[src/rtl/core/pift_pkg.sv]
// Shared types and constants for the point-in-frustum test core.
package pift_pkg;

    // Number of bounding planes held in the plane table
    localparam int NUM_PLANES = 6;

    // Field widths of the request and result items
    localparam int PLANE_IDX_W = 3;
    localparam int NORMAL_W    = 16;
    localparam int COORD_W     = 32;
    localparam int S_TDATA_W   = 152;
    localparam int M_TDATA_W   = 8;

    // Exact dot product widths: difference, product, three-term sum
    localparam int DIFF_W = COORD_W + 1;
    localparam int PROD_W = NORMAL_W + DIFF_W;
    localparam int SUM_W  = PROD_W + 2;

    // Result queue: covers every query in flight plus one waiting result
    localparam int RESULT_DEPTH = 4;
    localparam int RES_PTR_W    = $clog2(RESULT_DEPTH);
    localparam int RES_CNT_W    = $clog2(RESULT_DEPTH + 1);

    // Request kinds carried in s_tuser
    localparam logic ACT_LOAD  = 1'b0;
    localparam logic ACT_QUERY = 1'b1;

    // Configuration register indexes
    localparam int REG_FRUSTUM_ENABLED = 0;

    // One plane: unit normal (Q1.15) and a point on the plane (Q16.16)
    typedef struct packed {
        logic signed [NORMAL_W-1:0] nx;
        logic signed [NORMAL_W-1:0] ny;
        logic signed [NORMAL_W-1:0] nz;
        logic signed [COORD_W-1:0]  px;
        logic signed [COORD_W-1:0]  py;
        logic signed [COORD_W-1:0]  pz;
    } plane_t;

    typedef plane_t [NUM_PLANES-1:0] plane_arr_t;

    // Query point held in the input register
    typedef struct packed {
        logic                      valid;
        logic signed [COORD_W-1:0] x;
        logic signed [COORD_W-1:0] y;
        logic signed [COORD_W-1:0] z;
    } query_t;

    // Result written into the result queue
    typedef struct packed {
        logic valid;
        logic in_frustum;
    } result_t;

endpackage

[src/rtl/core/pift_result_fifo.sv]
// Result queue: holds answers until the receiver takes them.
module pift_result_fifo (
    input  logic                                aclk,
    input  logic                                aresetn,
    input  pift_pkg::result_t                   wr,
    output logic                                m_tvalid,
    input  logic                                m_tready,
    output logic                                m_inside
);

    localparam int RESULT_BITS = pift_pkg::RESULT_DEPTH;

    logic [RESULT_BITS-1:0]                     data_reg;
    logic [pift_pkg::RES_PTR_W-1:0]             wr_ptr_reg;
    logic [pift_pkg::RES_PTR_W-1:0]             rd_ptr_reg;
    logic [pift_pkg::RES_CNT_W-1:0]             count_reg;
    logic [pift_pkg::RES_CNT_W-1:0]             count_next;
    logic                                       rd_en;

    assign m_tvalid = (count_reg != '0);
    assign m_inside = data_reg[rd_ptr_reg];
    assign rd_en    = m_tvalid && m_tready;

    // Occupancy follows writes and reads
    always_comb begin
        count_next = count_reg;
        if (wr.valid && !rd_en) begin
            count_next = count_reg + 1'b1;
        end else if (!wr.valid && rd_en) begin
            count_next = count_reg - 1'b1;
        end
    end

    always_ff @(posedge aclk) begin
        if (!aresetn) begin
            wr_ptr_reg <= '0;
            rd_ptr_reg <= '0;
            count_reg  <= '0;
        end else begin
            if (wr.valid) begin
                wr_ptr_reg <= wr_ptr_reg + 1'b1;
            end
            if (rd_en) begin
                rd_ptr_reg <= rd_ptr_reg + 1'b1;
            end
            count_reg <= count_next;
        end
    end

    // Result storage
    always_ff @(posedge aclk) begin
        if (wr.valid) begin
            data_reg[wr_ptr_reg] <= wr.in_frustum;
        end
    end

    // Occupancy never passes the depth
    a_count_bound: assert property (@(posedge aclk) disable iff (!aresetn)
        count_reg <= pift_pkg::RES_CNT_W'(pift_pkg::RESULT_DEPTH))
        else $error("result queue occupancy beyond depth");

    // The input credit must keep a write off a full queue
    a_no_overflow: assert property (@(posedge aclk) disable iff (!aresetn)
        (count_reg == pift_pkg::RES_CNT_W'(pift_pkg::RESULT_DEPTH)) && wr.valid |-> rd_en)
        else $error("result written into a full queue");

    // Pointers stay apart by the occupancy
    a_ptr_count: assert property (@(posedge aclk) disable iff (!aresetn)
        (wr_ptr_reg - rd_ptr_reg) == pift_pkg::RES_PTR_W'(count_reg))
        else $error("result queue pointers disagree with occupancy");

endmodule

[config.mk]
export PLATFORM = sky130hd
export DESIGN_NAME = pift_result_fifo
export DESIGN_NICKNAME = d
export VERILOG_FILES = /design/src/rtl/core/pift_pkg.sv /design/src/rtl/core/pift_result_fifo.sv
export SDC_FILE = /design/constraint.sdc
export NUM_CORES = 1
export LEC_CHECK = 0
export ABC_CLOCK_PERIOD_IN_PS = 1900
export BUFFER_PORTS_ARGS = -buffer_cell sky130_fd_sc_hd__buf_2
export CAP_MARGIN = 20
export CORE_AREA = 2 2 39 41
export CTS_BUF_LIST = sky130_fd_sc_hd__clkbuf_8
export DETAILED_ROUTE_END_ITERATION = 6
export DIE_AREA = 0 0 41 43
export MAX_ROUTING_LAYER = met4
export PLACE_DENSITY = 0.75
export SLEW_MARGIN = 20
export SYNTH_ARGS = -nofsm -noshare
export SYNTH_HDL_FRONTEND = slang
export SYNTH_SLANG_ARGS = --single-unit
[constraint.sdc]
create_clock -name aclk -period 1.9 [get_ports aclk]
set_input_delay 0.19 -clock aclk [delete_from_list [all_inputs] [get_ports aclk]]
set_output_delay 0.19 -clock aclk [all_outputs]
set_load 0.005 [all_outputs]
==> impl_summary.log <==
INFO  metric tritoncts.num_buffers = 3
INFO  metric finalCriticalPeriod = 1.83 ns
INFO  metric die-area = between 1500 and 2000 sq um
INFO  metric achievable-frequency = ~550 MHz
INFO  metric layout.filler_cells = 111
INFO  metric avgSynthCellArea = between 10 and 15 sq um
INFO  metric design.final.nets = 73
INFO  metric place_worst_setup_slack = -0.0215 ns
INFO  metric totalNegativeSetupSlack = 0 ns
INFO  metric final.setup_skew = 0.00519 ns
INFO  metric cts_tree = yes
INFO  metric total_leakage_power = 0.306 nW
INFO  metric area_delta_synth_final = 27.4%
INFO  metric root_buffer = clkbuf_8
INFO  metric fp.dieW = 41 um
INFO  metric vias = 357
INFO  metric routabilityCongestion = 0.698
INFO  metric r2r_cells = 7
INFO  metric yosys_warnings = 0
INFO  metric worst_pin_slew = 0.238 ns
INFO  metric route.top_layer_used = met4
INFO  metric status = completed
INFO  metric finalSetupViolCount = 0
INFO  metric synth-seq-area-share = 45.9%
INFO  metric cap_violations = 0
INFO  metric grtUsageTotal = 13.1%
INFO  metric arrival = 2.00 ns
INFO  metric m1WireLength = ~310 um
INFO  metric dp_cells = 71
INFO  metric cts_max_path_buffers = 2
INFO  metric worst_hold_path.num_cells = 1
INFO  metric drt_pass1_iterations = 3
INFO  metric placement.io_buffers = 6
INFO  metric post_synthesis_instance_area = 567 sq um
INFO  metric post_cts_hold_buffers = 0
INFO  metric die_y = 43 um
INFO  metric instances_no_fill = 77
INFO  metric wl_per_cell = 10.8 um
INFO  metric post_synth_inst_count = 44
INFO  metric power.density = 1240 nW/um^2
INFO  metric antennaDiodeCount = 0
INFO  metric hold-worst-slack = approximately 0.17 ns
INFO  metric largest_register_ffs = 4
INFO  metric clock_edge_transition_at_the_registers_on_the_reported_setup_and_hold_paths = 0.05 ns
INFO  metric drt.antenna.violating_nets = 0
INFO  metric grt_antenna_before_repair = 0
INFO  metric global_route.overflow_total = 0
INFO  metric synthTopCellsByArea = dfxtp_1 (25%), edfxtp_1 (21%), ha_1 (11%), and2_1 (8.8%), xnor2_1 (4.6%)
INFO  metric clkLatencyLatePin = 0.24 ns
INFO  metric first_global_vias = 396
INFO  metric share_of_cells_above_drive_strength_1 = 39.3%
INFO  metric final_min_period_over_clock_period = 96.3%
INFO  metric grt_pass1_wl = about 1400 um
INFO  metric crit_chain = o31ai_4 > ha_2 > inv_1 > fa_2 > xor2_1 > or3_1 > a21boi_1
INFO  metric worst_slew_margin_rel = 84.1%
INFO  metric std_cell_rows = 14
INFO  metric p_total = 0.899 mW
INFO  metric worstSetupStartpointType = register
INFO  metric timing.critical_path.max_delay_family = adder cells
INFO  metric wl_met3 = around 9 um
INFO  metric critical_path_required_time = approximately 2.1 ns
INFO  metric dr_iter_0_viols = 2
INFO  metric number_of_max_slew_violations_in_the_final_report = 0
INFO  metric path_max_fanout = 2
INFO  metric core-area = 1380 sq um
INFO  metric postLayoutSetupSlackWorst = roughly 0.07 ns
INFO  metric setup.worst_path.class = register to register
INFO  metric seqCellArea = approximately 260 sq um
INFO  metric yosysUniqueCellTypes = 17
INFO  metric detailroute.wirelength.met2 = 473 um
INFO  metric area_taken_by_multi_input_logic_gates = 300 sq um
INFO  metric worst_hold_path_type = primary input to register
INFO  metric cts-htree-levels = 1
INFO  metric initial_core_util = 41.0%
INFO  metric netlist.area_leader.share = 24.7%
INFO  metric worst_path_largest_cell_delay = 0.33 ns
INFO  metric critical_path_cell_count = 7
INFO  metric route.detailed.vias_per_inst = 4.64
INFO  metric remaining_drc_errors = 0
INFO  metric report.final.hold_viol_count = 0
INFO  metric tritoncts_num_sinks = 11
INFO  metric grt_max_degree = 8
INFO  metric postSynthRegisterBits = 11
INFO  metric io-pin-count = 7
INFO  metric synth_fp_nets = 55
INFO  metric power.ir.vdd_worst = 0.000389 V
INFO  metric synth_area_leader_cell = dfxtp_1
INFO  metric count_of_buffering_cells_on_the_critical_path_with_inverters_included = 1
INFO  metric timing.critical_path.slowest_stage_cell = dfxtp_2
INFO  metric critical_path_sink_type = register
INFO  metric route.final.wire_length = 830 um
## area by class of cell
class                           instances  area share [%]
Inverter                                3            1.56
Sequential cell                        11            36.4
Multi-Input combinational cell         30            41.6
Timing Repair Buffer                   13            11.4
Clock buffer                            3            5.72
Clock inverter                          1           0.520
Tap cell                               16            2.77
## layer usage
layer	track usage (%)	up-vias
met5	-	-
met4	14.0	0
met3	1.57	4
met2	21.6	5
met1	10.9	165
li1	-	183
## logic make-up after synthesis
family / after synthesis / synth area share (%)
simple gates: 12 / 13.5
flops: 11 / 45.9
fa+ha+maj: 6 / 14.6
xor+xnor: 5 / 7.73
compound gates: 4 / 8.83
buf+inv: 3 / 1.99
mux: 3 / 7.51
## final timing paths
kind | to | slack [ns] | start
worst min-delay path | data_reg[0] | 0.17 | wr[0]
worst max register to register | count_reg[2] | 0.07 | count_reg[1]
worst max-delay path | count_reg[2] | 0.07 | count_reg[1]
worst min register to register | wr_ptr_reg[1] | 0.57 | wr_ptr_reg[1]
## placed cells by master, fill, tap and decap left out, drive strengths merged
cell type   n
a21boi      1
clkbuf      3
fa          1
ha          5
o311ai      1
mux2i       2
nor2b       2
dfxtp       7
o31ai       1
xnor2       3
xor2        2
and2        8
o21ai       1
mux4        1
or3         2
inv         4
buf        13
edfxtp      4
## through the flow
step                      utilization (%)  instance area (sq um)
after floorplan                         -                    571
after global placement               47.6                    658
after detailed placement             47.6                    658
after CTS                            51.6                    714
after global routing                 52.2                    722
final                                52.2                    722
## cell usage after synthesis, drive strengths merged
| cell | n |
|---|---|
| fa | 1 |
| o21ai | 1 |
| xnor2 | 3 |
| inv | 3 |
| xor2 | 2 |
| mux2i | 2 |
| ha | 5 |
| or3 | 2 |
| mux4 | 1 |
| nor2b | 2 |
| a21boi | 1 |
| o311ai | 1 |
| and2 | 8 |
| dfxtp | 7 |
| o31ai | 1 |
| edfxtp | 4 |
## timing repair
item / 4_1_cts / 5_1_grt
resized for setup: 3 / 0
pin swaps: 2 / 3
buffers inserted: 1 / 1
setup endpoints to repair: 1 / 1
## power by group
| group | leakage (nW) | switching (mW) | internal (mW) |
|---|---|---|---|
| combinational | 0.184 | 0.128 | 0.200 |
| sequential | 0.0951 | 0.0453 | 0.294 |
| clock | 0.0269 | 0.0895 | 0.142 |
| total | 0.306 | 0.263 | 0.636 |
Power figures use the tool's default switching activity.
