`src/rtl/core/pift_pkg.sv`:
```
// Shared types and constants for the point-in-frustum test core.
package pift_pkg;

    // Number of bounding planes held in the plane table
    localparam int NUM_PLANES = 6;

    // Field widths of the request and result items
    localparam int PLANE_IDX_W = 3;
    localparam int NORMAL_W    = 16;
    localparam int COORD_W     = 32;
    localparam int S_TDATA_W   = 152;
    localparam int M_TDATA_W   = 8;

    // Exact dot product widths: difference, product, three-term sum
    localparam int DIFF_W = COORD_W + 1;
    localparam int PROD_W = NORMAL_W + DIFF_W;
    localparam int SUM_W  = PROD_W + 2;

    // Result queue: covers every query in flight plus one waiting result
    localparam int RESULT_DEPTH = 4;
    localparam int RES_PTR_W    = $clog2(RESULT_DEPTH);
    localparam int RES_CNT_W    = $clog2(RESULT_DEPTH + 1);

    // Request kinds carried in s_tuser
    localparam logic ACT_LOAD  = 1'b0;
    localparam logic ACT_QUERY = 1'b1;

    // Configuration register indexes
    localparam int REG_FRUSTUM_ENABLED = 0;

    // One plane: unit normal (Q1.15) and a point on the plane (Q16.16)
    typedef struct packed {
        logic signed [NORMAL_W-1:0] nx;
        logic signed [NORMAL_W-1:0] ny;
        logic signed [NORMAL_W-1:0] nz;
        logic signed [COORD_W-1:0]  px;
        logic signed [COORD_W-1:0]  py;
        logic signed [COORD_W-1:0]  pz;
    } plane_t;

    typedef plane_t [NUM_PLANES-1:0] plane_arr_t;

    // Query point held in the input register
    typedef struct packed {
        logic                      valid;
        logic signed [COORD_W-1:0] x;
        logic signed [COORD_W-1:0] y;
        logic signed [COORD_W-1:0] z;
    } query_t;

    // Result written into the result queue
    typedef struct packed {
        logic valid;
        logic in_frustum;
    } result_t;

endpackage

```
`src/rtl/core/pift_plane_table.sv`:
```
// Plane table: one register entry per bounding plane, written by load requests.
module pift_plane_table (
    input  logic                                    aclk,
    input  logic                                    wr_en,
    input  logic [pift_pkg::PLANE_IDX_W-1:0]        wr_idx,
    input  pift_pkg::plane_t                        wr_entry,
    output pift_pkg::plane_arr_t                    planes
);

    pift_pkg::plane_arr_t table_reg;

    // Entry write; an index beyond the table matches no entry and is dropped
    always_ff @(posedge aclk) begin
        for (int k = 0; k < pift_pkg::NUM_PLANES; k++) begin
            if (wr_en && (32'(wr_idx) == k)) begin
                table_reg[k] <= wr_entry;
            end
        end
    end

    assign planes = table_reg;

endmodule

```
`config.mk`:
```
export PLATFORM = sky130hd
export DESIGN_NAME = pift_plane_table
export DESIGN_NICKNAME = d
export VERILOG_FILES = /design/src/rtl/core/pift_pkg.sv /design/src/rtl/core/pift_plane_table.sv
export SDC_FILE = /design/constraint.sdc
export NUM_CORES = 1
export LEC_CHECK = 0
export BUFFER_PORTS_ARGS = -buffer_cell sky130_fd_sc_hd__buf_2
export CORE_AREA = 2 2 400 402
export DETAILED_ROUTE_END_ITERATION = 8
export DIE_AREA = 0 0 402 404
export PLACE_DENSITY_LB_ADDON = 0.12
export SYNTH_ARGS = -nofsm -noshare
export SYNTH_HDL_FRONTEND = slang
export SYNTH_SLANG_ARGS = --single-unit
export TNS_END_PERCENT = 30
```
`constraint.sdc`:
```
create_clock -name aclk -period 11.87 [get_ports aclk]
set_input_delay 0.5935 -clock aclk [delete_from_list [all_inputs] [get_ports aclk]]
set_output_delay 0.5935 -clock aclk [all_outputs]
set_load 0.02 [all_outputs]
```
==> results.yml, run 1 <==
clocking:
  cts_tree: "built"
  numCtsBuffers: 100
  clockBufferDepth: 3
  cts.repair.resized: 0
  cts_hold_buffers: 0
  h-tree-depth: 3
  cts_root_buf: "clkbuf_16"
  post_cts_buffers: 0
  cts_sinks: 864
  cts.clk_slew.worst_paths_ns: 0.06
yosys:
  synth_seq_cells: 864
  async_reset_ff_share_pct: 0
  ys_seq_area_share_pct: 99.71
  synthTopCellsByCount: "edfxtp_1, and4bb_2, and4b_2"
  synth_area_mm2: 0.02602
  synth_fp_nets: 1019
  yosysWarnings: 0
  synth_top_cell_area_share_pct: 99.71
  synth.distinct_cells: 4
  yosys-top-cells-area: "edfxtp_1, and4bb_2, and4b_2"
  synth.most_common_cell: "edfxtp_1"
  synth-main-ff-cell: "edfxtp_1"
  synth-edff-count: 864
  syn_inst: 870
  syn_area_per_cell_um2: 29.91
  yosysTopAreaCell: "edfxtp_1"
timing:
  fmax_mhz: 389.3
  slew_violations: 0
  setup-violations-final: 0
  fin_setup_tns_ns: 0
  maxSlewHeadroom_pct: 30.97
  hold_viol: 0
  rsz0062_at_grt: "false"
  tightestPinTransition_ns: 1.035
  fin_crit_ns: 2.568
  fin_crit_sh_pct: 21.64
floorplan:
  die_w_um: 402
  dieArea_mm2: 0.1624
  rows: 146
  coreArea_mm2: 0.1578
  start_util_pct: 16.49
  die_height_um: 404
  pin_count: 1013
outcome:
  outcome: "finished clean"
flow_run:
  maxCapViolations: 0
power_and_ir_drop:
  p_leak_nw: 13.45
  ir_worst_vdd_mv: 0.1077
  power_per_cell_area_mw_per_mm2: 182.8
  power.total_mw: 6.752
global_routing:
  grt_pass1_wl_um: 125800
  grt_max_degree: 100
  grt_overflow: 0
  antenna_found_initial: 19
  gr-usage-all-layers_pct: 11.20
  grt_pass1_vias: 14481
cells_and_area:
  drive_gt1_share_pct: 56.10
  multiInputGateArea_um2: 100.1
  largest_reg_flops: 864
  final.fill_count: 16566
  layout.nets: 2150
  fin_util_pct: 23.41
  regArea_mm2: 0.02594
  area_delta_synth_final_pct: 42.00
  fin_cells: 4158
routing:
  vias_per_cell: 3.301
  initialDrtViolationCount: 758
  via_count: 13725
  first_pass_iters: 4
  drt-total-wl_um: 94920
  drc: 0
  ant_nets: 0
  post_drt_wl_per_cell_um: 22.83
place:
  gp_congestion: 0.7652
  portBuffers: 1012
  placedCellCount: 3971
  hpwl_um: 68660
setup_path:
  end_kind: "register"
  cp_max_fo: 47
  cp-start-kind: "input port"
  startpoint: "wr_en"
  crit_type: "input port to register"
  critPathArrivalTime_ns: 2.86
  worstPathRequired_ns: 12.16
hold_path:
  worstHoldStart: "wr_entry[143]"
  hp-class: "input port to register"
area by class of cell:
cell class                 count  share of cell area, %
sequential                   864                  70.22
antenna                        4                0.02709
clock buffer                 110                  6.874
clock inverter                73                  1.507
multi-input combinational      6                 0.2709
tap                         2072                  7.016
timing repair buffer        1029                  14.09
critical path, stage by stage:
cell	delay, ns
buf_2	0.24
and4bb_4	0.44
buf_4	0.61
buf_4	0.70
logic make-up after synthesis:
kind of cell / count (synthesis) / share of synthesized area, %
flip-flops: 864 / 99.71
AND/OR/NAND/NOR: 6 / 0.2885
routing by layer:
metal	global-route usage, %	vias up	part of all wire [%]	wire length [um]
met5	0	-	0.060	57
met2	20.20	704	52	49750
met3	5.039	145	10	9769
li1	-	5887	-	-
met4	3.693	8	2.9	2730
met1	11.43	6981	34	32610
final timing paths:
path              slack [ns]  cells past startpoint          end
hold / removal          0.15                      1  planes[287]
setup / recovery        9.30                      4  planes[669]
metrics by stage:
step	cell area [um^2]	setup WS (ns)	hold WS (ns)
after floorplan	26020	2.649	0.6924
after global placement	33840	8.695	0.8337
after detailed placement	33840	8.612	0.8488
after CTS	36940	9.358	0.04353
after global routing	36950	9.279	0.07331
final	36950	9.302	0.1466
placed cells by master (no fill, tap or decap), drive strengths merged:
cell type	Yosys	final
buf	0	1029
edfxtp	864	864
clkbuf	0	110
clkinv	0	56
inv	0	7
clkinvlp	0	5
bufinv	0	5
diode	0	4
and4bb	3	3
and4b	2	2
nor4b	1	1
where the power goes:
group          internal [mW]  total [mW]  switching, mW
Combinational         0.0785       0.348          0.269
Clock                   1.65        2.92           1.27
Sequential              3.46        3.49         0.0223
No activity file was read; power rests on OpenSTA's default activity.
==> run 2: changes to the inputs <==
==> constraint.sdc (replaced) <==
create_clock -name aclk -period 2.4 [get_ports aclk]
set_input_delay 0.12 -clock aclk [delete_from_list [all_inputs] [get_ports aclk]]
set_output_delay 0.12 -clock aclk [all_outputs]
set_load 0.02 [all_outputs]
==> run 2 against run 1 <==
Effect of this change: clock power rose to 5.0 times the previous value; critical path depth rose by 2; via count rose by 5.9%; first-iteration DRC count rose by 2.6%; combinational power rose to 5.7 times the previous value; largest power group unchanged; cell area rose by 5.6%; total power rose to 5.0 times the previous value; hold slack got worse by 0.068 ns; critical path type unchanged; flip-flop and latch count did not move; highest routed layer is now met4; global-route usage rose by 0.27 points.
==> results.yml, run 2 (synthesized netlist as in run 1, its figures left out) <==
routing:
  drc: 0
  initialDrtViolationCount: 778
  via_count: 14531
  post_drt_wl_per_cell_um: 22.39
  ant_nets: 0
  drt-total-wl_um: 97320
  vias_per_cell: 3.344
  first_pass_iters: 5
floorplan:
  rows: 146
  die_height_um: 404
  start_util_pct: 16.49
  dieArea_mm2: 0.1624
  pin_count: 1013
  die_w_um: 402
  coreArea_mm2: 0.1578
timing:
  tightestPinTransition_ns: 0.7705
  fmax_mhz: 497.0
  setup_slack_ns: 0.3878
  hold_viol: 0
  fin_crit_ns: 2.012
  maxSlewHeadroom_pct: 48.64
  slew_violations: 0
  setup-violations-final: 0
  rsz0062_at_grt: "false"
  fin_crit_sh_pct: 83.84
cells_and_area:
  layout.nets: 2338
  final_cell_mix: "buf_2, edfxtp_1, dlygate4sd3_1"
  final_common_cell: "buf_2"
  fin_util_pct: 24.72
  fin_cells: 4346
  area_delta_synth_final_pct: 49.97
  largest_reg_flops: 864
  drive_gt1_share_pct: 52.99
  finalInstanceArea_mm2: 0.03902
power_and_ir_drop:
  comb_power_share_pct: 5.8
  cell_internal_pwr_mw: 26.27
  switchingPower_mw: 7.672
  swShare_pct: 22.60
  p_leak_nw: 14.37
  power_frac_seq_pct: 50.8
  clock_power_share_pct: 43.4
  ir_worst_vdd_mv: 0.5139
  power_per_cell_area_mw_per_mm2: 869.8
global_routing:
  grt_overflow: 0
  grt_pass1_vias: 15453
  gr-usage-all-layers_pct: 11.47
  antenna_found_initial: 7
  grt_pass1_wl_um: 129900
  grt_max_degree: 75
setup_path:
  worstPathRequired_ns: 2.77
  cp-start-kind: "input port"
  cp_max_fo: 28
  critPathArrivalTime_ns: 2.38
  end_kind: "register"
  crit_type: "input port to register"
clocking:
  cts.repair.resized: 0
  h-tree-depth: 3
  post_cts_buffers: 0
  cts_hold_buffers: 149
  cts_tree: "built"
  cts.clk_slew.worst_paths_ns: 0.05
  clockBufferDepth: 3
  cts_sinks: 864
  numCtsBuffers: 100
  cts_root_buf: "clkbuf_16"
flow_run:
  maxCapViolations: 0
outcome:
  outcome: "finished clean"
place:
  gp_congestion: 0.7578
  placed_cell_area_mm2: 0.03436
  portBuffers: 1012
  hpwl_um: 71030
  dp_slack_ns: 0.5215
  placedCellCount: 4010
hold_path:
  hp-class: "input port to register"
  hold_depth: 3
run 2: cell types whose count changed in the layout (fill, tap and decap cells not counted), sizes merged:
cell	before	now
clkinv	56	44
clkbuf	110	126
inv	7	5
clkinvlp	5	3
buf	1029	1068
dlygate4sd3	0	149
bufinv	5	7
diode	4	2
run 2: worst paths after layout:
| path | from | slack, ns | end |
|---|---|---|---|
| hold / removal | wr_idx[0] | 0.08 | planes[47] |
| setup / recovery | wr_idx[2] | 0.39 | planes[140] |
run 2: metal layers:
layer / vias to the layer above / global-route usage [%] / routed length, um
met1: 7456 / 12.55 / 36090
met2: 682 / 20.33 / 50210
met4: 0 / 3.693 / 2733
li1: 6260 / - / -
met5: - / 0 / 0
met3: 133 / 4.395 / 8273
run 2: power groups by stage:
stage	sequential [mW]	clock [mW]	combinational [mW]
final	17.2	14.7	1.98
after global routing	17.3	15.8	2.10
after CTS	17.3	15.3	2.05
after detailed placement	17.6	0	1.85
after global placement	17.6	0	1.86
after floorplan	18.2	0	0.104
run 2: layout make-up:
type / count / area (um^2)
Sequential cell: 864 / 25940
Antenna cell: 2 / 5.005
Clock buffer: 126 / 2643
Clock inverter: 59 / 523.0
Multi-Input combinational cell: 6 / 100.1
Fill cell: 16344 / 118800
Timing Repair Buffer: 1217 / 7214
Tap cell: 2072 / 2592
run 2: stage by stage:
| step | TNS (ns) | total power [mW] | hold slack, ns |
|---|---|---|---|
| after floorplan | -521.81 | 18.28 | 0.2189 |
| after global placement | 0 | 19.43 | 0.3774 |
| after detailed placement | 0 | 19.41 | 0.3780 |
| after CTS | 0 | 34.61 | 0.008777 |
| after global routing | 0 | 35.20 | 0.04854 |
| final | 0 | 33.94 | 0.07842 |
run 2: worst max-delay path, cell delays in order:
cell	delay, ns
dlygate4sd3_1	0.53
buf_2	0.16
nor4b_4	0.35
dlygate4sd3_1	0.65
buf_12	0.21
buf_12	0.23
